[src/hw/rtl/pfdm_pkg.sv]
// Shared types, codes and constants of the PWM frequency and duty meter.
`default_nettype none

package pfdm_pkg;

    localparam int unsigned CAP_W       = 32;
    localparam int unsigned ACTION_W    = 2;
    localparam int unsigned DUTY_W      = 15;
    localparam int unsigned FREQ_W      = 40;
    localparam int unsigned CFG_INDEX_W = 1;
    localparam int unsigned CFG_DATA_W  = 32;

    localparam int unsigned COUNTER_BITS_DEFAULT  = 32;
    localparam int unsigned FRACTION_BITS_DEFAULT = 8;

    localparam logic [CAP_W-1:0] TIMER_CLOCK_RESET = 32'd1000000;
    localparam logic [CAP_W-1:0] RELOAD_RESET      = 32'hFFFF_FFFF;

    // Duty is scaled by one hundred; seven bits cover that factor.
    localparam int unsigned PERCENT_SCALE = 100;
    localparam int unsigned PERCENT_BITS  = 7;

    localparam int unsigned QUEUE_DEPTH = 2;

    localparam logic [1:0] OVF_INACTIVE = 2'd2;

    typedef enum logic [ACTION_W-1:0] {
        ACT_SAMPLE   = 2'd0,
        ACT_EDGE     = 2'd1,
        ACT_OVERFLOW = 2'd2,
        ACT_UNUSED   = 2'd3
    } t_action;

    typedef enum logic [CFG_INDEX_W-1:0] {
        REG_TIMER_CLOCK = 1'b0,
        REG_RELOAD      = 1'b1
    } t_reg_index;

    typedef enum logic [2:0] {
        OP_HOLD,
        OP_CLEAR_FREQ,
        OP_CLEAR_BOTH,
        OP_FREQ,
        OP_SAMPLE,
        OP_SAMPLE_SAT
    } t_op;

    typedef struct packed {
        t_op              op;
        logic [CAP_W-1:0] operand_a;
        logic [CAP_W-1:0] operand_b;
        logic             inactive;
    } t_cmd;

    typedef struct packed {
        logic             start;
        logic             duty_mode;
        logic [CAP_W-1:0] dividend;
        logic [CAP_W-1:0] divisor;
    } t_div_req;

endpackage

`default_nettype wire

[src/hw/rtl/pfdm_if.sv]
// Handshake channel interfaces: capture input, result output and register writes.
`default_nettype none

interface pfdm_in_if;
    import pfdm_pkg::*;
    logic                valid;
    logic                ready;
    logic [ACTION_W-1:0] action;
    logic [CAP_W-1:0]    period_capture;
    logic [CAP_W-1:0]    high_capture;

    modport source (output valid, output action, output period_capture,
                    output high_capture, input ready);
    modport sink   (input valid, input action, input period_capture,
                    input high_capture, output ready);
endinterface

interface pfdm_out_if;
    import pfdm_pkg::*;
    logic              valid;
    logic              ready;
    logic [DUTY_W-1:0] duty_percent_q8;
    logic [FREQ_W-1:0] frequency_hz_q8;
    logic              signal_inactive;

    modport source (output valid, output duty_percent_q8, output frequency_hz_q8,
                    output signal_inactive, input ready);
    modport sink   (input valid, input duty_percent_q8, input frequency_hz_q8,
                    input signal_inactive, output ready);
endinterface

interface pfdm_cfg_if;
    import pfdm_pkg::*;
    logic                   valid;
    logic                   ready;
    logic [CFG_INDEX_W-1:0] index;
    logic [CFG_DATA_W-1:0]  data;

    modport source (output valid, output index, output data, input ready);
    modport sink   (input valid, input index, input data, output ready);
endinterface

`default_nettype wire

[src/hw/rtl/pfdm_front.sv]
// Front end: accepts capture events, tracks edge and overflow state, issues commands.
`default_nettype none

module pfdm_front #(
    parameter int unsigned COUNTER_BITS = pfdm_pkg::COUNTER_BITS_DEFAULT
) (
    input  wire logic                       i_clk,
    input  wire logic                       i_rst_n,
    pfdm_in_if.sink                         i_in,
    input  wire logic [pfdm_pkg::CAP_W-1:0] i_reload_value,
    output logic                            o_push_valid,
    input  wire logic                       i_push_ready,
    output pfdm_pkg::t_cmd                  o_push_data
);
    import pfdm_pkg::*;

    logic                    r_first_edge_pending;
    logic                    n_first_edge_pending;
    logic [COUNTER_BITS-1:0] r_last_edge_count;
    logic [COUNTER_BITS-1:0] n_last_edge_count;
    logic [1:0]              r_overflow_run;
    logic [1:0]              n_overflow_run;

    logic                    accept;
    logic [COUNTER_BITS-1:0] cap;
    logic [COUNTER_BITS-1:0] high;
    logic [COUNTER_BITS-1:0] diff;
    logic [COUNTER_BITS-1:0] wrapped;
    logic [COUNTER_BITS-1:0] delta;

    assign i_in.ready   = i_push_ready;
    assign o_push_valid = i_in.valid;
    assign accept       = i_in.valid && i_push_ready;

    assign cap  = i_in.period_capture[COUNTER_BITS-1:0];
    assign high = i_in.high_capture[COUNTER_BITS-1:0];

    // A capture below the previous one means the counter wrapped at the reload value.
    assign diff    = cap - r_last_edge_count;
    assign wrapped = diff + i_reload_value[COUNTER_BITS-1:0] + COUNTER_BITS'(1);
    assign delta   = (cap > r_last_edge_count) ? diff :
                     (cap < r_last_edge_count) ? wrapped : '0;

    always_comb begin
        n_first_edge_pending  = r_first_edge_pending;
        n_last_edge_count     = r_last_edge_count;
        n_overflow_run        = r_overflow_run;
        o_push_data.op        = OP_HOLD;
        o_push_data.operand_a = CAP_W'(cap);
        o_push_data.operand_b = CAP_W'(high);
        case (t_action'(i_in.action))
            ACT_SAMPLE: begin
                if (cap == '0) begin
                    o_push_data.op = OP_CLEAR_BOTH;
                end else if (high >= cap) begin
                    o_push_data.op = OP_SAMPLE_SAT;
                end else begin
                    o_push_data.op = OP_SAMPLE;
                end
            end
            ACT_EDGE: begin
                n_overflow_run    = '0;
                n_last_edge_count = cap;
                if (r_first_edge_pending) begin
                    n_first_edge_pending = 1'b0;
                end else if (delta == '0) begin
                    o_push_data.op = OP_CLEAR_FREQ;
                end else begin
                    o_push_data.op        = OP_FREQ;
                    o_push_data.operand_a = CAP_W'(delta);
                end
            end
            ACT_OVERFLOW: begin
                if (r_overflow_run != OVF_INACTIVE) begin
                    n_overflow_run = r_overflow_run + 2'd1;
                    if (n_overflow_run == OVF_INACTIVE) begin
                        o_push_data.op = OP_CLEAR_FREQ;
                    end
                end
            end
            default: begin
            end
        endcase
        o_push_data.inactive = (n_overflow_run == OVF_INACTIVE);
    end

    always_ff @(posedge i_clk) begin
        if (!i_rst_n) begin
            r_first_edge_pending <= 1'b1;
            r_last_edge_count    <= '0;
            r_overflow_run       <= '0;
        end else if (accept) begin
            r_first_edge_pending <= n_first_edge_pending;
            r_last_edge_count    <= n_last_edge_count;
            r_overflow_run       <= n_overflow_run;
        end
    end

endmodule

`default_nettype wire

[src/hw/rtl/pfdm_fifo.sv]
// Short command queue between the front end and the arithmetic back end.
`default_nettype none

module pfdm_fifo (
    input  wire logic           i_clk,
    input  wire logic           i_rst_n,
    input  wire logic           i_push_valid,
    output logic                o_push_ready,
    input  wire pfdm_pkg::t_cmd i_push_data,
    output logic                o_pop_valid,
    input  wire logic           i_pop_ready,
    output pfdm_pkg::t_cmd      o_pop_data
);
    import pfdm_pkg::*;

    localparam int unsigned PTR_W   = (QUEUE_DEPTH > 1) ? $clog2(QUEUE_DEPTH) : 1;
    localparam int unsigned COUNT_W = $clog2(QUEUE_DEPTH + 1);

    t_cmd               r_mem [QUEUE_DEPTH];
    logic [PTR_W-1:0]   r_wr_ptr;
    logic [PTR_W-1:0]   r_rd_ptr;
    logic [COUNT_W-1:0] r_count;

    logic push;
    logic pop;

    assign o_push_ready = (r_count != COUNT_W'(QUEUE_DEPTH));
    assign o_pop_valid  = (r_count != '0);
    assign o_pop_data   = r_mem[r_rd_ptr];
    assign push         = i_push_valid && o_push_ready;
    assign pop          = o_pop_valid && i_pop_ready;

    always_ff @(posedge i_clk) begin
        if (push) begin
            r_mem[r_wr_ptr] <= i_push_data;
        end
    end

    always_ff @(posedge i_clk) begin
        if (!i_rst_n) begin
            r_wr_ptr <= '0;
            r_rd_ptr <= '0;
            r_count  <= '0;
        end else begin
            if (push) begin
                r_wr_ptr <= (r_wr_ptr == PTR_W'(QUEUE_DEPTH - 1)) ? '0 : r_wr_ptr + PTR_W'(1);
            end
            if (pop) begin
                r_rd_ptr <= (r_rd_ptr == PTR_W'(QUEUE_DEPTH - 1)) ? '0 : r_rd_ptr + PTR_W'(1);
            end
            if (push && !pop) begin
                r_count <= r_count + COUNT_W'(1);
            end else if (pop && !push) begin
                r_count <= r_count - COUNT_W'(1);
            end
        end
    end

`ifndef NO_ASSERTIONS
    a_count_bounded: assert property (@(posedge i_clk) disable iff (!i_rst_n)
        r_count <= COUNT_W'(QUEUE_DEPTH))
        else $error("command queue count exceeds its depth");

    a_pointers_meet_when_empty: assert property (@(posedge i_clk) disable iff (!i_rst_n)
        (r_count == '0) |-> (r_wr_ptr == r_rd_ptr))
        else $error("command queue pointers differ while empty");
`endif

endmodule

`default_nettype wire

[src/hw/rtl/pfdm_div.sv]
// Bit-serial restoring divider shared by the frequency and duty quotients.
`default_nettype none

module pfdm_div #(
    parameter int unsigned FRACTION_BITS = pfdm_pkg::FRACTION_BITS_DEFAULT
) (
    input  wire logic                                     i_clk,
    input  wire logic                                     i_rst_n,
    input  wire pfdm_pkg::t_div_req                       i_req,
    output logic                                          o_done,
    output logic [pfdm_pkg::CAP_W+FRACTION_BITS-1:0]      o_quotient
);
    import pfdm_pkg::*;

    localparam int unsigned NUM_W    = CAP_W + FRACTION_BITS;
    localparam int unsigned CNT_W    = $clog2(NUM_W + 1);
    localparam int unsigned SCALED_W = CAP_W + PERCENT_BITS;

    logic                r_busy;
    logic                r_done;
    logic [CNT_W-1:0]    r_cnt;
    logic [CAP_W-1:0]    r_rem;
    logic [CAP_W-1:0]    r_div;
    logic [NUM_W-1:0]    r_num;
    logic [NUM_W-1:0]    r_quo;

    logic [SCALED_W-1:0] scaled;
    logic [CAP_W:0]      trial;
    logic [CAP_W:0]      trial_sub;
    logic                fits;

    // For the duty quotient the dividend is high * 100 * 2^F. Its bits above the
    // quotient's width are already below the divisor, so they seed the remainder.
    assign scaled    = SCALED_W'(i_req.dividend) * SCALED_W'(PERCENT_SCALE);
    assign trial     = {r_rem, r_num[NUM_W-1]};
    assign trial_sub = trial - {1'b0, r_div};
    assign fits      = (trial >= {1'b0, r_div});

    assign o_done     = r_done;
    assign o_quotient = r_quo;

    always_ff @(posedge i_clk) begin
        if (!i_rst_n) begin
            r_busy <= 1'b0;
            r_done <= 1'b0;
            r_cnt  <= '0;
        end else begin
            r_done <= r_busy && (r_cnt == CNT_W'(1));
            if (i_req.start) begin
                r_busy <= 1'b1;
                r_cnt  <= i_req.duty_mode ? CNT_W'(PERCENT_BITS + FRACTION_BITS)
                                          : CNT_W'(NUM_W);
            end else if (r_busy) begin
                r_cnt <= r_cnt - CNT_W'(1);
                if (r_cnt == CNT_W'(1)) begin
                    r_busy <= 1'b0;
                end
            end
        end
    end

    always_ff @(posedge i_clk) begin
        if (i_req.start) begin
            r_div <= i_req.divisor;
            r_quo <= '0;
            if (i_req.duty_mode) begin
                r_rem <= scaled[SCALED_W-1:PERCENT_BITS];
                r_num <= NUM_W'(scaled[PERCENT_BITS-1:0]) << (NUM_W - PERCENT_BITS);
            end else begin
                r_rem <= '0;
                r_num <= NUM_W'(i_req.dividend) << FRACTION_BITS;
            end
        end else if (r_busy) begin
            r_rem <= fits ? trial_sub[CAP_W-1:0] : trial[CAP_W-1:0];
            r_num <= r_num << 1;
            r_quo <= {r_quo[NUM_W-2:0], fits};
        end
    end

`ifndef NO_ASSERTIONS
    a_start_when_free: assert property (@(posedge i_clk) disable iff (!i_rst_n)
        i_req.start |-> !r_busy)
        else $error("divider started while busy");

    a_remainder_below_divisor: assert property (@(posedge i_clk) disable iff (!i_rst_n)
        r_busy |-> (r_rem < r_div))
        else $error("divider remainder not below divisor");

    a_done_after_busy: assert property (@(posedge i_clk) disable iff (!i_rst_n)
        r_done |-> ($past(r_busy) && !r_busy))
        else $error("divider done without a finished run");
`endif

endmodule

`default_nettype wire

[src/hw/rtl/pfdm_back.sv]
// Back end: executes queued commands, holds duty and frequency, drives the result register.
`default_nettype none

module pfdm_back #(
    parameter int unsigned FRACTION_BITS = pfdm_pkg::FRACTION_BITS_DEFAULT
) (
    input  wire logic                                      i_clk,
    input  wire logic                                      i_rst_n,
    input  wire logic                                      i_pop_valid,
    output logic                                           o_pop_ready,
    input  wire pfdm_pkg::t_cmd                            i_pop_data,
    input  wire logic [pfdm_pkg::CAP_W-1:0]                i_timer_clock_hz,
    output pfdm_pkg::t_div_req                             o_div_req,
    input  wire logic                                      i_div_done,
    input  wire logic [pfdm_pkg::CAP_W+FRACTION_BITS-1:0]  i_div_quotient,
    pfdm_out_if.source                                     o_out
);
    import pfdm_pkg::*;

    localparam int unsigned NUM_W = CAP_W + FRACTION_BITS;
    localparam int unsigned EXT_W = NUM_W + FREQ_W;
    localparam logic [DUTY_W-1:0] DUTY_FULL = DUTY_W'(PERCENT_SCALE << FRACTION_BITS);

    typedef enum logic [1:0] {
        S_IDLE,
        S_FREQ_WAIT,
        S_DUTY_WAIT,
        S_EMIT
    } t_state;

    t_state            r_state;
    t_op               r_op;
    t_div_req          r_div_req;
    logic [CAP_W-1:0]  r_period;
    logic [CAP_W-1:0]  r_high;
    logic [DUTY_W-1:0] r_duty;
    logic [FREQ_W-1:0] r_freq;
    logic              r_inactive;
    logic              r_out_valid;
    logic [DUTY_W-1:0] r_out_duty;
    logic [FREQ_W-1:0] r_out_freq;
    logic              r_out_inactive;

    logic [EXT_W-1:0]  quo_ext;
    logic [FREQ_W-1:0] freq_sat;

    assign quo_ext  = EXT_W'(i_div_quotient);
    assign freq_sat = (|quo_ext[EXT_W-1:FREQ_W]) ? '1 : quo_ext[FREQ_W-1:0];

    assign o_pop_ready           = (r_state == S_IDLE);
    assign o_div_req             = r_div_req;
    assign o_out.valid           = r_out_valid;
    assign o_out.duty_percent_q8 = r_out_duty;
    assign o_out.frequency_hz_q8 = r_out_freq;
    assign o_out.signal_inactive = r_out_inactive;

    always_ff @(posedge i_clk) begin
        if (!i_rst_n) begin
            r_state     <= S_IDLE;
            r_op        <= OP_HOLD;
            r_div_req   <= '0;
            r_duty      <= '0;
            r_freq      <= '0;
            r_inactive  <= 1'b0;
            r_out_valid <= 1'b0;
        end else begin
            // The start pulse lasts one cycle; no new division is launched in that cycle.
            if (r_div_req.start) begin
                r_div_req.start <= 1'b0;
            end
            if (r_state == S_EMIT && (!r_out_valid || o_out.ready)) begin
                r_out_valid <= 1'b1;
            end else if (o_out.ready) begin
                r_out_valid <= 1'b0;
            end
            case (r_state)
                S_IDLE: begin
                    if (i_pop_valid) begin
                        r_op       <= i_pop_data.op;
                        r_inactive <= i_pop_data.inactive;
                        r_period   <= i_pop_data.operand_a;
                        r_high     <= i_pop_data.operand_b;
                        case (i_pop_data.op)
                            OP_CLEAR_FREQ: begin
                                r_freq  <= '0;
                                r_state <= S_EMIT;
                            end
                            OP_CLEAR_BOTH: begin
                                r_freq  <= '0;
                                r_duty  <= '0;
                                r_state <= S_EMIT;
                            end
                            OP_FREQ, OP_SAMPLE, OP_SAMPLE_SAT: begin
                                r_div_req <= '{start: 1'b1, duty_mode: 1'b0,
                                               dividend: i_timer_clock_hz,
                                               divisor: i_pop_data.operand_a};
                                r_state   <= S_FREQ_WAIT;
                            end
                            default: begin
                                r_state <= S_EMIT;
                            end
                        endcase
                    end
                end
                S_FREQ_WAIT: begin
                    if (i_div_done) begin
                        r_freq <= freq_sat;
                        if (r_op == OP_SAMPLE) begin
                            r_div_req <= '{start: 1'b1, duty_mode: 1'b1,
                                           dividend: r_high, divisor: r_period};
                            r_state   <= S_DUTY_WAIT;
                        end else begin
                            if (r_op == OP_SAMPLE_SAT) begin
                                r_duty <= DUTY_FULL;
                            end
                            r_state <= S_EMIT;
                        end
                    end
                end
                S_DUTY_WAIT: begin
                    if (i_div_done) begin
                        r_duty  <= i_div_quotient[DUTY_W-1:0];
                        r_state <= S_EMIT;
                    end
                end
                S_EMIT: begin
                    if (!r_out_valid || o_out.ready) begin
                        r_out_duty     <= r_duty;
                        r_out_freq     <= r_freq;
                        r_out_inactive <= r_inactive;
                        r_state        <= S_IDLE;
                    end
                end
                default: begin
                    r_state <= S_IDLE;
                end
            endcase
        end
    end

`ifndef NO_ASSERTIONS
    a_done_while_waiting: assert property (@(posedge i_clk) disable iff (!i_rst_n)
        i_div_done |-> (r_state == S_FREQ_WAIT || r_state == S_DUTY_WAIT))
        else $error("divider result arrived with no division pending");

    a_duty_wait_only_for_sample: assert property (@(posedge i_clk) disable iff (!i_rst_n)
        (r_state == S_DUTY_WAIT) |-> (r_op == OP_SAMPLE))
        else $error("duty division for a command that needs none");
`endif

endmodule

`default_nettype wire

[src/hw/rtl/pwm_frequency_duty_meter_core.sv]
// PWM frequency and duty meter: top level with register port, front end, queue and back end.
//
// Use: capture events enter on i_in. Action 0 carries a period and a high-time
// count, action 1 a counter value latched at a rising edge, action 2 a counter
// overflow; action 3 is ignored. Every accepted transaction yields exactly one
// result transaction on o_out: held duty and frequency in unsigned fixed point
// with FRACTION_BITS fraction bits, and the inactivity flag.
// Registers are written over i_cfg (index 0 timer clock, index 1 reload value),
// always ready; the user must write them only while no event is in flight, and
// the block itself does not enforce this. Events that need no division go
// straight to the result register; an edge needs one division, a period sample
// a frequency and then a duty division (no duty division when the high time
// reaches the period). The bit-serial divider finds one quotient bit a cycle;
// the back end handles one event at a time and takes the next only once the
// result of the last has moved to the output register.
// A two-entry queue lets the front end take new events while the back end
// divides or while a result waits in the output register for a stalled receiver.
// Reset is synchronous: edge and overflow state, held values and registers
// return to their reset values and no result is pending.
`default_nettype none

module pwm_frequency_duty_meter_core #(
    parameter int unsigned COUNTER_BITS  = pfdm_pkg::COUNTER_BITS_DEFAULT,
    parameter int unsigned FRACTION_BITS = pfdm_pkg::FRACTION_BITS_DEFAULT
) (
    input  wire logic  i_clk,
    input  wire logic  i_rst_n,
    pfdm_in_if.sink    i_in,
    pfdm_cfg_if.sink   i_cfg,
    pfdm_out_if.source o_out
);
    import pfdm_pkg::*;

    logic [CAP_W-1:0] r_timer_clock_hz;
    logic [CAP_W-1:0] r_reload_value;

    logic                              push_valid;
    logic                              push_ready;
    t_cmd                              push_data;
    logic                              pop_valid;
    logic                              pop_ready;
    t_cmd                              pop_data;
    t_div_req                          div_req;
    logic                              div_done;
    logic [CAP_W+FRACTION_BITS-1:0]    div_quotient;

    assign i_cfg.ready = 1'b1;

    always_ff @(posedge i_clk) begin
        if (!i_rst_n) begin
            r_timer_clock_hz <= TIMER_CLOCK_RESET;
            r_reload_value   <= RELOAD_RESET;
        end else if (i_cfg.valid) begin
            case (t_reg_index'(i_cfg.index))
                REG_TIMER_CLOCK: r_timer_clock_hz <= i_cfg.data;
                REG_RELOAD:      r_reload_value   <= i_cfg.data;
                default: begin
                end
            endcase
        end
    end

    pfdm_front #(
        .COUNTER_BITS (COUNTER_BITS)
    ) u_front (
        .i_clk          (i_clk),
        .i_rst_n        (i_rst_n),
        .i_in           (i_in),
        .i_reload_value (r_reload_value),
        .o_push_valid   (push_valid),
        .i_push_ready   (push_ready),
        .o_push_data    (push_data)
    );

    pfdm_fifo u_fifo (
        .i_clk        (i_clk),
        .i_rst_n      (i_rst_n),
        .i_push_valid (push_valid),
        .o_push_ready (push_ready),
        .i_push_data  (push_data),
        .o_pop_valid  (pop_valid),
        .i_pop_ready  (pop_ready),
        .o_pop_data   (pop_data)
    );

    pfdm_div #(
        .FRACTION_BITS (FRACTION_BITS)
    ) u_div (
        .i_clk      (i_clk),
        .i_rst_n    (i_rst_n),
        .i_req      (div_req),
        .o_done     (div_done),
        .o_quotient (div_quotient)
    );

    pfdm_back #(
        .FRACTION_BITS (FRACTION_BITS)
    ) u_back (
        .i_clk            (i_clk),
        .i_rst_n          (i_rst_n),
        .i_pop_valid      (pop_valid),
        .o_pop_ready      (pop_ready),
        .i_pop_data       (pop_data),
        .i_timer_clock_hz (r_timer_clock_hz),
        .o_div_req        (div_req),
        .i_div_done       (div_done),
        .i_div_quotient   (div_quotient),
        .o_out            (o_out)
    );

endmodule

`default_nettype wire
[src/flat_wrapper.sv]
// flat-port wrapper written by rule: the top's interface ports become plain ports
module pwm_frequency_duty_meter_core_flat import pfdm_pkg::*;
#(
    parameter int unsigned COUNTER_BITS  = pfdm_pkg::COUNTER_BITS_DEFAULT,
    parameter int unsigned FRACTION_BITS = pfdm_pkg::FRACTION_BITS_DEFAULT
)
  (i_clk, i_rst_n, i_in_valid, i_in_action, i_in_period_capture, i_in_high_capture, i_in_ready, i_cfg_valid, i_cfg_index, i_cfg_data, i_cfg_ready, o_out_valid, o_out_duty_percent_q8, o_out_frequency_hz_q8, o_out_signal_inactive, o_out_ready);
  pfdm_in_if i_in_i ();
  pfdm_cfg_if i_cfg_i ();
  pfdm_out_if o_out_i ();
  input  wire logic i_clk;
  input  wire logic i_rst_n;
  input wire logic [$bits(i_in_i.valid)-1:0] i_in_valid;
  input wire logic [$bits(i_in_i.action)-1:0] i_in_action;
  input wire logic [$bits(i_in_i.period_capture)-1:0] i_in_period_capture;
  input wire logic [$bits(i_in_i.high_capture)-1:0] i_in_high_capture;
  output wire logic [$bits(i_in_i.ready)-1:0] i_in_ready;
  input wire logic [$bits(i_cfg_i.valid)-1:0] i_cfg_valid;
  input wire logic [$bits(i_cfg_i.index)-1:0] i_cfg_index;
  input wire logic [$bits(i_cfg_i.data)-1:0] i_cfg_data;
  output wire logic [$bits(i_cfg_i.ready)-1:0] i_cfg_ready;
  output wire logic [$bits(o_out_i.valid)-1:0] o_out_valid;
  output wire logic [$bits(o_out_i.duty_percent_q8)-1:0] o_out_duty_percent_q8;
  output wire logic [$bits(o_out_i.frequency_hz_q8)-1:0] o_out_frequency_hz_q8;
  output wire logic [$bits(o_out_i.signal_inactive)-1:0] o_out_signal_inactive;
  input wire logic [$bits(o_out_i.ready)-1:0] o_out_ready;
  assign i_in_i.valid = i_in_valid;
  assign i_in_i.action = i_in_action;
  assign i_in_i.period_capture = i_in_period_capture;
  assign i_in_i.high_capture = i_in_high_capture;
  assign i_in_ready = i_in_i.ready;
  assign i_cfg_i.valid = i_cfg_valid;
  assign i_cfg_i.index = i_cfg_index;
  assign i_cfg_i.data = i_cfg_data;
  assign i_cfg_ready = i_cfg_i.ready;
  assign o_out_valid = o_out_i.valid;
  assign o_out_duty_percent_q8 = o_out_i.duty_percent_q8;
  assign o_out_frequency_hz_q8 = o_out_i.frequency_hz_q8;
  assign o_out_signal_inactive = o_out_i.signal_inactive;
  assign o_out_i.ready = o_out_ready;
  pwm_frequency_duty_meter_core #(.COUNTER_BITS(COUNTER_BITS), .FRACTION_BITS(FRACTION_BITS)) u_core (.i_clk(i_clk), .i_rst_n(i_rst_n), .i_in(i_in_i), .i_cfg(i_cfg_i), .o_out(o_out_i));
endmodule
[config.mk]
export PLATFORM = sky130hd
export DESIGN_NAME = pwm_frequency_duty_meter_core_flat
export DESIGN_NICKNAME = d
export VERILOG_FILES = /design/src/hw/rtl/pfdm_pkg.sv /design/src/hw/rtl/pfdm_if.sv /design/src/hw/rtl/pfdm_front.sv /design/src/hw/rtl/pfdm_fifo.sv /design/src/hw/rtl/pfdm_div.sv /design/src/hw/rtl/pfdm_back.sv /design/src/hw/rtl/pwm_frequency_duty_meter_core.sv /design/src/flat_wrapper.sv
export SDC_FILE = /design/constraint.sdc
export NUM_CORES = 1
export LEC_CHECK = 0
export BUFFER_PORTS_ARGS = -buffer_cell sky130_fd_sc_hd__buf_2
export CAP_MARGIN = 30
export CORE_MARGIN = 3
export CORE_UTILIZATION = 48
export CTS_CLUSTER_SIZE = 28
export DETAILED_ROUTE_END_ITERATION = 8
export PLACE_DENSITY = 0.67
export SYNTH_ARGS = -nofsm -noshare
export SYNTH_HDL_FRONTEND = slang
export SYNTH_SLANG_ARGS = --single-unit
[constraint.sdc]
create_clock -name i_clk -period 6.5 [get_ports i_clk]
set_clock_uncertainty 0.2 [all_clocks]
set_input_delay 0.325 -clock i_clk [delete_from_list [all_inputs] [get_ports i_clk]]
set_output_delay 0.325 -clock i_clk [all_outputs]
set_load 0.02 [all_outputs]
==> results.cfg, run 1 <==
[worst_setup_path]
cp_max_fo = 7
worstSetupEndpointType = flip-flop
slowest_stage = or4_1
cp.buffers_inverters = 3
worstPathArrival_ps = 6600
slowest_delay_ps = 500
critPathKind = flip-flop to flip-flop
cp_top_family = simple AND/OR/NAND/NOR gates
critPathRequiredTime_ps = 6670
critPathLaunchType = flip-flop

[pwr]
p_leak_uw = 0.0168
vdd_drop_max_uv = 209
p_per_area_mw_per_mm2 = 389

[yosys]
synth_xor_area_share_pct = 3.22
synth_top_area_share_pct = 31.2
yosysWarningCount = 0
synth_flop_cell = edfxtp_1
netlist-cell-type-count = 85
synth_edf_count = 352
synthAdderAreaFrac_pct = 11.0
synth_top_family_by_area = compound AO/OA/AOI/OAI gates
synth-seq-area-share_pct = 47.7
synth.cell_area_mm2 = 0.0339
ys_top_cells_by_count = nand2_1 (436), edfxtp_1 (352), inv_1 (282)
syn_inst = 3300
synth.net_count = 3685
synth_top_cell_by_area = edfxtp_1
synth-simple-area-share_pct = 12.1
synth_area_per_cell_um2 = 10.3
synth_area_leaders = edfxtp_1 (31%), dfxtp_1 (17%), ha_1 (9.3%), nand2_1 (4.8%), inv_1 (3.1%)
synth-compound-area-share_pct = 15.6
ys_ff_latch = 632
async_flop_share_pct = 0
muxShareOfSynthArea_pct = 5.37
synth_most_common_cell = nand2_1

[route]
routed_wirelength_mm = 87.2
ant_nets = 0
wl_per_cell_um = 19.0
dr.pass1.iters = 5
num_vias = 25300
viasPerCell = 5.51
drc = 0
drt_iter0_drc = 1707

[sta]
max_slew_margin_pct = 33.1
setup_viol = 0
max_freq_mhz = 156
min_period_ps = 6430
period_share_pct = 98.9
holdWs_ps = 52.2
fin_ws_ps = 70.0
setup_tns_ps = 0
tightest_slew_ps = 1000
hold_viol = 0
final-max-slew-violation-count = 0

[min_path]
hold_class = input pin to flip-flop

[global_route]
gr-total-overflow = 0
grt_max_degree = 94
grt_antenna_before_repair = 0
grt_pass1_vias = 24700
track_usage_pct = 23.3
grt_pass1_wl_mm = 137

[place]
placed_cell_area_mm2 = 0.0363
gp_congestion = 0.906
place_ws_ps = -226
dp_hpwl_mm = 62.1
port_buffers = 161

[finish]
postLayoutCellArea_mm2 = 0.0399
syn_to_final_growth_pct = 17.6
layout-drive-gt1-share_pct = 14.8
final_util_pct = 57.6
fin_nets = 3987

[clock_network]
cts_buffer_depth = 3
cts.clk_slew.worst_paths_ps = 60
cts_tree = done
tritoncts.num_buffers = 70
htree_levels = 3
root_buffer = clkbuf_16
clkLatencyLatePin_ps = 620
cts_sinks = 632

[die]
die_height_um = 272
start_util_pct = 49.0
pin_count = 163
die_area_mm2 = 0.0739
die_width_um = 272
row_count = 96
core_area_mm2 = 0.0693

[run_status]
status = finished clean

[run]
drv_cap = 0
==> stage by stage <==
stage,total power [µW],instances
floorplan,9870,3300
global placement,11400,4352
detailed placement,11500,4354
CTS,15600,4583
global route,16600,4591
finish,15500,4594
==> sequential cells by signal, summed over array words and instances (netlist names), 32 cells and up, named ones only <==
name	flops
u_core.u_front.r_last_edge_count	32
u_core.u_div.r_rem	32
u_core.r_reload_value	32
u_core.u_back.o_out.frequency_hz_q8	40
u_core.u_div.o_quotient	40
u_core.u_back.o_div_req	66
u_core.u_div.r_num	32
u_core.u_div.r_div	32
u_core.r_timer_clock_hz	32
u_core.u_back.r_freq	40
u_core.u_back.r_period	32
u_core.u_fifo.r_mem	136
u_core.u_back.r_high	32
==> layout by cell type, fill, tap and decap left out, types with 9 or more instances in the layout <==
cell	n
a211oi_1	10
a21boi_0	119
a21o_1	50
a21oi_1	137
a22oi_1	73
a31oi_1	20
and2_1	12
and3_1	15
buf_2	160
buf_4	122
clkbuf_1	16
clkbuf_16	73
clkinv_2	9
dfxtp_1	277
dlygate4sd3_1	99
edfxtp_1	352
fa_1	29
ha_1	248
inv_1	281
mux2_2	68
mux2_4	9
mux2i_1	87
nand2_1	436
nand2b_1	24
nand3_1	115
nand3b_1	10
nand4_1	33
nor2_1	129
nor2b_1	26
nor3_1	28
nor4_1	15
o211a_1	70
o211ai_1	13
o21a_1	18
o21ai_0	97
o22ai_1	30
o31ai_1	28
xnor2_1	67
xor2_1	53
==> repair_timing <==
item / CTS / global route
buffers inserted: 0 / 7
hold endpoints to repair: 191 / 0
gates cloned: 0 / 1
gates resized for setup: 3 / 39
setup endpoints to repair: 32 / 62
hold buffers: 99 / 0
pin swaps: 1 / 12
==> cells by family after synthesis <==
family	Yosys count
mux	169
buf+inv	441
simple gates	900
flops	632
xor+xnor	123
compound gates	753
fa+ha+maj	281
other cells	1
==> final timing paths <==
| kind | endpoint | slack (ps) | startpoint | cells after the start |
|---|---|---|---|---|
| setup / recovery | u_core.u_fifo.r_mem[0][34]$_DFFE_PP_ | 70 | u_core.u_front.r_last_edge_count[0]$_SDFFE_PN0P_ | 25 |
| hold reg to reg | u_core.u_back.o_out.frequency_hz_q8[10]$_DFFE_PP_ | 220 | u_core.u_back.r_freq[10]$_SDFFE_PN0P_ | 0 |
| hold / removal | u_core.u_fifo.r_mem[1][27]$_DFFE_PP_ | 50 | i_in_valid | 2 |
| setup reg to reg | u_core.u_fifo.r_mem[0][34]$_DFFE_PP_ | 70 | u_core.u_front.r_last_edge_count[0]$_SDFFE_PN0P_ | 25 |
==> area by class of cell <==
type	instances	area, µm²
antenna	3	7.51
tap	931	1160
timing repair buffer	388	2840
inverter	283	1060
clock buffer	91	1900
multi-input combinational	2227	16300
clock inverter	39	418
sequential	632	16200
fill	5903	29400
==> layer usage <==
layer  global-route usage, %  vias to the layer above  wire, µm
li1                        -                    12400         -
met1                    32.3                    12100     40100
met2                    37.8                      627     40300
met3                    2.94                      138      4090
met4                    7.61                        0      2650
met5                       0                        -         0
==> power breakdown <==
part	switching (µW)	total, µW	internal (µW)
clock network	1650	3950	2300
registers	429	5490	5070
logic	3620	6080	2450
(Power assumes the default switching activity.)
==> inputs of run 2 (changes only) <==
--- a/config.mk
+++ b/config.mk
@@ -8,10 +8,9 @@
 export BUFFER_PORTS_ARGS = -buffer_cell sky130_fd_sc_hd__buf_2
 export CAP_MARGIN = 30
 export CORE_MARGIN = 3
-export CORE_UTILIZATION = 48
+export CORE_UTILIZATION = 28
 export CTS_CLUSTER_SIZE = 28
 export DETAILED_ROUTE_END_ITERATION = 8
-export PLACE_DENSITY = 0.67
 export SYNTH_ARGS = -nofsm -noshare
 export SYNTH_HDL_FRONTEND = slang
 export SYNTH_SLANG_ARGS = --single-unit
==> run 2 against run 1 <==
Highest routed layer is now met5. First-iteration DRC count decreased by 9.2%. Hold slack improved by 20 ps. Fmax increased by 1.5%. Critical endpoint unchanged. Routed wire length increased by 4.9%. Sequential share of layout area decreased by 1.2 points. Critical path type unchanged. Via count increased by 0.75%. Setup slack improved by 93 ps.
==> results.cfg, run 2 (synthesis gave the netlist of run 1 again) <==
[worst_setup_path]
worstReg2RegEnd = u_core.u_fifo.r_mem[0][34]$_DFFE_PP_
timing.rr.start = u_core.u_front.r_last_edge_count[0]$_SDFFE_PN0P_
critPathLaunchType = flip-flop
critPathKind = flip-flop to flip-flop
critPathRequiredTime_ps = 6650
startpoint = u_core.u_front.r_last_edge_count[0]$_SDFFE_PN0P_
r2r_cells = 24
cp_max_fo = 9
worstPathArrival_ps = 6490
worstSetupEndpointType = flip-flop
r2r_slack_ps = 160
critPathCapture = u_core.u_fifo.r_mem[0][34]$_DFFE_PP_

[route]
wl_per_cell_um = 17.2
drt_iter0_drc = 1550
routed_wirelength_mm = 91.5
dr.pass1.iters = 6
viasPerCell = 4.79
ant_nets = 0
num_vias = 25500
drc = 0

[clock_network]
cts_sinks = 632
cts.clk_slew.worst_paths_ps = 60
htree_levels = 3
cts_buffer_depth = 3
cts_tree = done
tritoncts.num_buffers = 69
root_buffer = clkbuf_16
clkLatencyLatePin_ps = 630

[global_route]
grt_pass1_wl_mm = 143
grt_max_degree = 92
grt_pass1_vias = 25200
grt_antenna_before_repair = 7
gr-total-overflow = 0
track_usage_pct = 14.2

[sta]
min_period_ps = 6340
hold_viol = 0
period_share_pct = 97.5
max_slew_margin_pct = 34.9
tightest_slew_ps = 968
setup_tns_ps = 0
setup_viol = 0
final-max-slew-violation-count = 0
max_freq_mhz = 158

[die]
start_util_pct = 28.2
row_count = 127
die_width_um = 354
core_area_mm2 = 0.120
pin_count = 163
die_height_um = 354
die_area_mm2 = 0.125

[place]
dp_cells = 5072
port_buffers = 161
dp_hpwl_mm = 66.6
gp_congestion = 0.879

[finish]
fin_cells = 5322
layout_common_cells = nand2_1 (436), edfxtp_1 (352), inv_1 (280), dfxtp_1 (277), ha_1 (250)
layout-drive-gt1-share_pct = 15.9
fin_nets = 4033
syn_to_final_growth_pct = 21.2
layout_commonest_cell = nand2_1
largest_register_ffs = 136
top_register = u_core.u_fifo.r_mem

[pwr]
p_per_area_mw_per_mm2 = 384
p_leak_uw = 0.0171
vdd_drop_max_uv = 273

[run_status]
status = finished clean

[min_path]
hold_class = input pin to flip-flop
min_from = i_in_valid

[run]
drv_cap = 0
[run 2: changes by cell type in the layout (fill, tap and decap cells not counted), sizes merged]
cell	before	now
clkinv	24	23
inv	288	291
diode	3	5
dlygate4sd3	99	102
buf	288	333
bufinv	5	8
clkbuf	92	84
[run 2: repair_timing]
item,4_1_cts,5_1_grt
setup endpoints to repair,39,62
endpoints found under the hold margin,195,0
pin swaps,4,6
hold buffers,102,0
buffers inserted,13,3
resized for setup,9,25
[run 2: area by class of cell]
| cell class | count | area, µm² |
|---|---|---|
| Clock buffer | 84 | 1900 |
| Antenna cell | 5 | 12.5 |
| Fill cell | 12200 | 79000 |
| Timing Repair Buffer | 435 | 3150 |
| Clock inverter | 44 | 543 |
| Tap cell | 1612 | 2020 |
| Inverter | 283 | 1060 |
| Multi-Input combinational cell | 2227 | 16300 |
| Sequential cell | 632 | 16200 |
[run 2: metal layers]
layer / GRT usage, % / routed length [µm]
met5: 0 / 21
met2: 24.2 / 43900
met3: 2.20 / 4170
met1: 18.1 / 40000
met4: 5.43 / 3370
[run 2: critical path: stages (launching register included)]
cell and delay, ps:
dfxtp_1 320, ha_2 190, fa_2 380, nand2b_4 170, a2111oi_4 330, a211oi_2 120
o21a_2 270, o21a_4 250, nand3_2 120, o311ai_4 130, ha_1 360, nand4_1 90
buf_4 170, nor3_2 170, nand4_1 110, o31a_2 330, nand3_2 90, xor2_1 80
or4_1 500, o32a_1 300, or4_4 450, nor4_4 250, nand2b_4 210, buf_12 140
mux2_2 350
[run 2: per-stage QoR]
stage | hold slack, ps | worst slack (ps) | area, µm² | utilization, % | total power [µW]
4_1_cts | 26.0 | 38.2 | 41000 | 34.1 | 15900
6_report | 72.0 | 163 | 41100 | 34.2 | 15800
2_1_floorplan | 208 | 117 | 33900 | - | 9870
3_3_place_gp | 215 | -279 | 37400 | 31.1 | 11500
5_1_grt | 64.2 | -22.2 | 41100 | 34.2 | 16900
3_5_place_dp | 214 | -316 | 37400 | 31.1 | 11600
[run 2: worst min path at each step]
| stage | depth (start not counted) | slack (ps) | endpoint |
|---|---|---|---|
| detailed placement | 0 | 210 | u_core.u_back.o_out.duty_percent_q8[12]$_DFFE_PP_ |
| floorplan | 0 | 210 | u_core.u_back.o_out.duty_percent_q8[0]$_DFFE_PP_ |
| CTS | 4 | 30 | u_core.u_fifo.r_mem[1][33]$_DFFE_PP_ |
| global route | 2 | 60 | u_core.u_fifo.r_mem[1][0]$_DFFE_PP_ |
| finish | 2 | 70 | u_core.u_fifo.r_mem[1][0]$_DFFE_PP_ |
| global placement | 0 | 210 | u_core.u_back.o_out.frequency_hz_q8[3]$_DFFE_PP_ |
[run 2: power by group]
| part | switching [µW] | internal, µW |
|---|---|---|
| Sequential | 430 | 5070 |
| Clock | 1730 | 2440 |
| Combinational | 3630 | 2510 |
==> inputs of run 3 (changes only) <==
--- a/config.mk
+++ b/config.mk
@@ -9,6 +9,7 @@
 export CAP_MARGIN = 30
 export CORE_MARGIN = 3
 export CORE_UTILIZATION = 28
+export CTS_CLUSTER_DIAMETER = 200
 export CTS_CLUSTER_SIZE = 28
 export DETAILED_ROUTE_END_ITERATION = 8
 export SYNTH_ARGS = -nofsm -noshare
==> constraint.sdc (replaced) <==
create_clock -name i_clk -period 6 [get_ports i_clk]
set_clock_uncertainty 0.2 [all_clocks]
set_input_delay 0.3 -clock i_clk [delete_from_list [all_inputs] [get_ports i_clk]]
set_output_delay 0.3 -clock i_clk [all_outputs]
set_load 0.02 [all_outputs]
==> run 3 against run 2 <==
The flow now finishes with violations (negative setup slack). First-iteration DRC count is 8.9% higher. Combinational power is 11% higher. Largest power group unchanged. Critical endpoint is now u_core.u_fifo.r_mem[0][49]$_DFFE_PP_. Sequential share of layout area is 0.80 points higher. Hold slack worse by 22 ps. Die area stayed put.
==> results.cfg, run 3 (synthesis gave the netlist of run 1 again) <==
[worst_setup_path]
r2r_cells = 25
critPathLaunchType = flip-flop
slowest_delay_ps = 440
critPathRequiredTime_ps = 6170
worstPathArrival_ps = 6300
critPathKind = flip-flop to flip-flop
worstReg2RegEnd = u_core.u_fifo.r_mem[0][49]$_DFFE_PP_
cp_max_fo = 6
r2r_slack_ps = -130
timing.rr.start = u_core.u_front.r_last_edge_count[0]$_SDFFE_PN0P_
slowest_stage = or4_4
worstSetupEndpointType = flip-flop

[route]
viasPerCell = 4.76
routed_wirelength_mm = 90.6
ant_nets = 0
dr.pass1.iters = 5
drc = 0
num_vias = 25400
wl_per_cell_um = 17.0
drt_iter0_drc = 1688

[place]
dp_hpwl_mm = 67.9
dp_cells = 5166
port_buffers = 161
gp_congestion = 0.880
place_ws_ps = -558

[global_route]
grt_pass1_wl_mm = 141
grt_antenna_before_repair = 9
track_usage_pct = 14.0
grt_pass1_vias = 25100
gr-total-overflow = 0
grt_max_degree = 105

[finish]
syn_to_final_growth_pct = 18.8
layout_commonest_cell = nand2_1
multi_input_area_mm2 = 0.0164
fill_cells = 12300
register_area_mm2 = 0.0162
layout_common_cells = nand2_1 (436), edfxtp_1 (352), inv_1 (280), dfxtp_1 (275), buf_4 (251)
fin_cells = 5331
largest_register_ffs = 136
fin_nets = 4077
layout-drive-gt1-share_pct = 16.4
top_register = u_core.u_fifo.r_mem

[sta]
max_slew_margin_pct = 36.9
period_share_pct = 102
setup_viol = 52
max_freq_mhz = 163
min_period_ps = 6130
fin_ws_ps = -130
tightest_slew_ps = 947
final-max-slew-violation-count = 0
setup_tns_ps = -3460
rsz0062_at_grt = true
holdWs_ps = 49.9
hold_viol = 0

[clock_network]
tritoncts.num_buffers = 26
htree_levels = 1
cts_buffer_depth = 3
cts.clk_slew.worst_paths_ps = 110
root_buffer = clkbuf_16
cts_sinks = 632
cts_tree = done
clkLatencyLatePin_ps = 610

[die]
start_util_pct = 28.2
die_area_mm2 = 0.125
row_count = 127
die_width_um = 354
pin_count = 163
die_height_um = 354
core_area_mm2 = 0.120

[min_path]
whs_path_depth = 4
worstHoldEndpoint = u_core.u_front.r_overflow_run[1]$_SDFFE_PN0P_
hold_class = input pin to flip-flop
min_from = i_in_valid

[pwr]
vdd_drop_max_uv = 294
p_leak_uw = 0.0167
total_power_uw = 15000
p_per_area_mw_per_mm2 = 372

[run_status]
violations = negative setup slack
status = finished, violations left

[run]
drv_cap = 0
## run 3: cell count changes in the layout (fill, tap and decap cells not counted), sizes merged
cell and delta:
clkinv -22, clkbuf -37, bufinv -8, clkinvlp -5
inv -8, diode +2, dlygate4sd3 -1, buf +88
## run 3: what timing repair did
item | CTS | global route
hold buffers | 101 | 0
pin swaps | 19 | 4
setup endpoints to repair | 64 | 64
resized for setup | 34 | 26
gates cloned | 0 | 0
buffers inserted | 6 | 4
hold endpoints to repair | 194 | 0
## run 3: critical path: cells and delay by family, from the launching register on
family	cells	cell delay [ps]
XOR/XNOR	2	190
buffers and inverters	4	600
AO/OA/AOI/OAI	7	1540
AND/OR/NAND/NOR	8	1870
adder cells (fa/ha/maj)	3	810
multiplexers	1	300
flip-flops	1	360
## run 3: worst max-delay path by stage
stage,to,startpoint,cells past startpoint
floorplan,u_core.u_fifo.r_mem[0][35]$_DFFE_PP_,u_core.u_front.r_last_edge_count[0]$_SDFFE_PN0P_,24
global placement,u_core.u_fifo.r_mem[0][61]$_DFFE_PP_,i_in_period_capture[0],25
detailed placement,u_core.u_fifo.r_mem[1][41]$_DFFE_PP_,i_in_period_capture[0],26
CTS,u_core.u_fifo.r_mem[0][49]$_DFFE_PP_,u_core.u_front.r_last_edge_count[0]$_SDFFE_PN0P_,25
global route,u_core.u_fifo.r_mem[0][49]$_DFFE_PP_,u_core.u_front.r_last_edge_count[0]$_SDFFE_PN0P_,25
finish,u_core.u_fifo.r_mem[0][49]$_DFFE_PP_,u_core.u_front.r_last_edge_count[0]$_SDFFE_PN0P_,25
## run 3: area by class of cell
type                            count  share of cell area [%]
Inverter                          283                    2.64
Clock inverter                      1                  0.0403
Clock buffer                       47                    1.86
Multi-Input combinational cell   2227                    40.7
Tap cell                         1612                    5.00
Antenna cell                        7                  0.0435
Sequential cell                   632                    40.2
Timing Repair Buffer              522                    9.54
## run 3: where the power goes
part / internal (µW) / total [µW] / switching (µW)
Combinational: 2850 / 6840 / 3990
Clock: 866 / 2210 / 1350
Sequential: 5480 / 5940 / 462
Total: 9190 / 15000 / 5800
## run 3: routing by layer
layer | share of wire, % | GRT usage, % | vias to the layer above
met5 | 0.030 | 0 | -
met4 | 3.8 | 5.13 | 4
met3 | 3.6 | 1.31 | 127
met2 | 48 | 24.4 | 474
met1 | 45 | 18.1 | 12200
li1 | - | - | 12600
## run 3: metrics by stage
stage / area (µm²) / utilization (%)
finish: 40300 / 33.6
global route: 40300 / 33.6
floorplan: 34000 / -
CTS: 40100 / 33.4
detailed placement: 38200 / 31.8
global placement: 38200 / 31.8
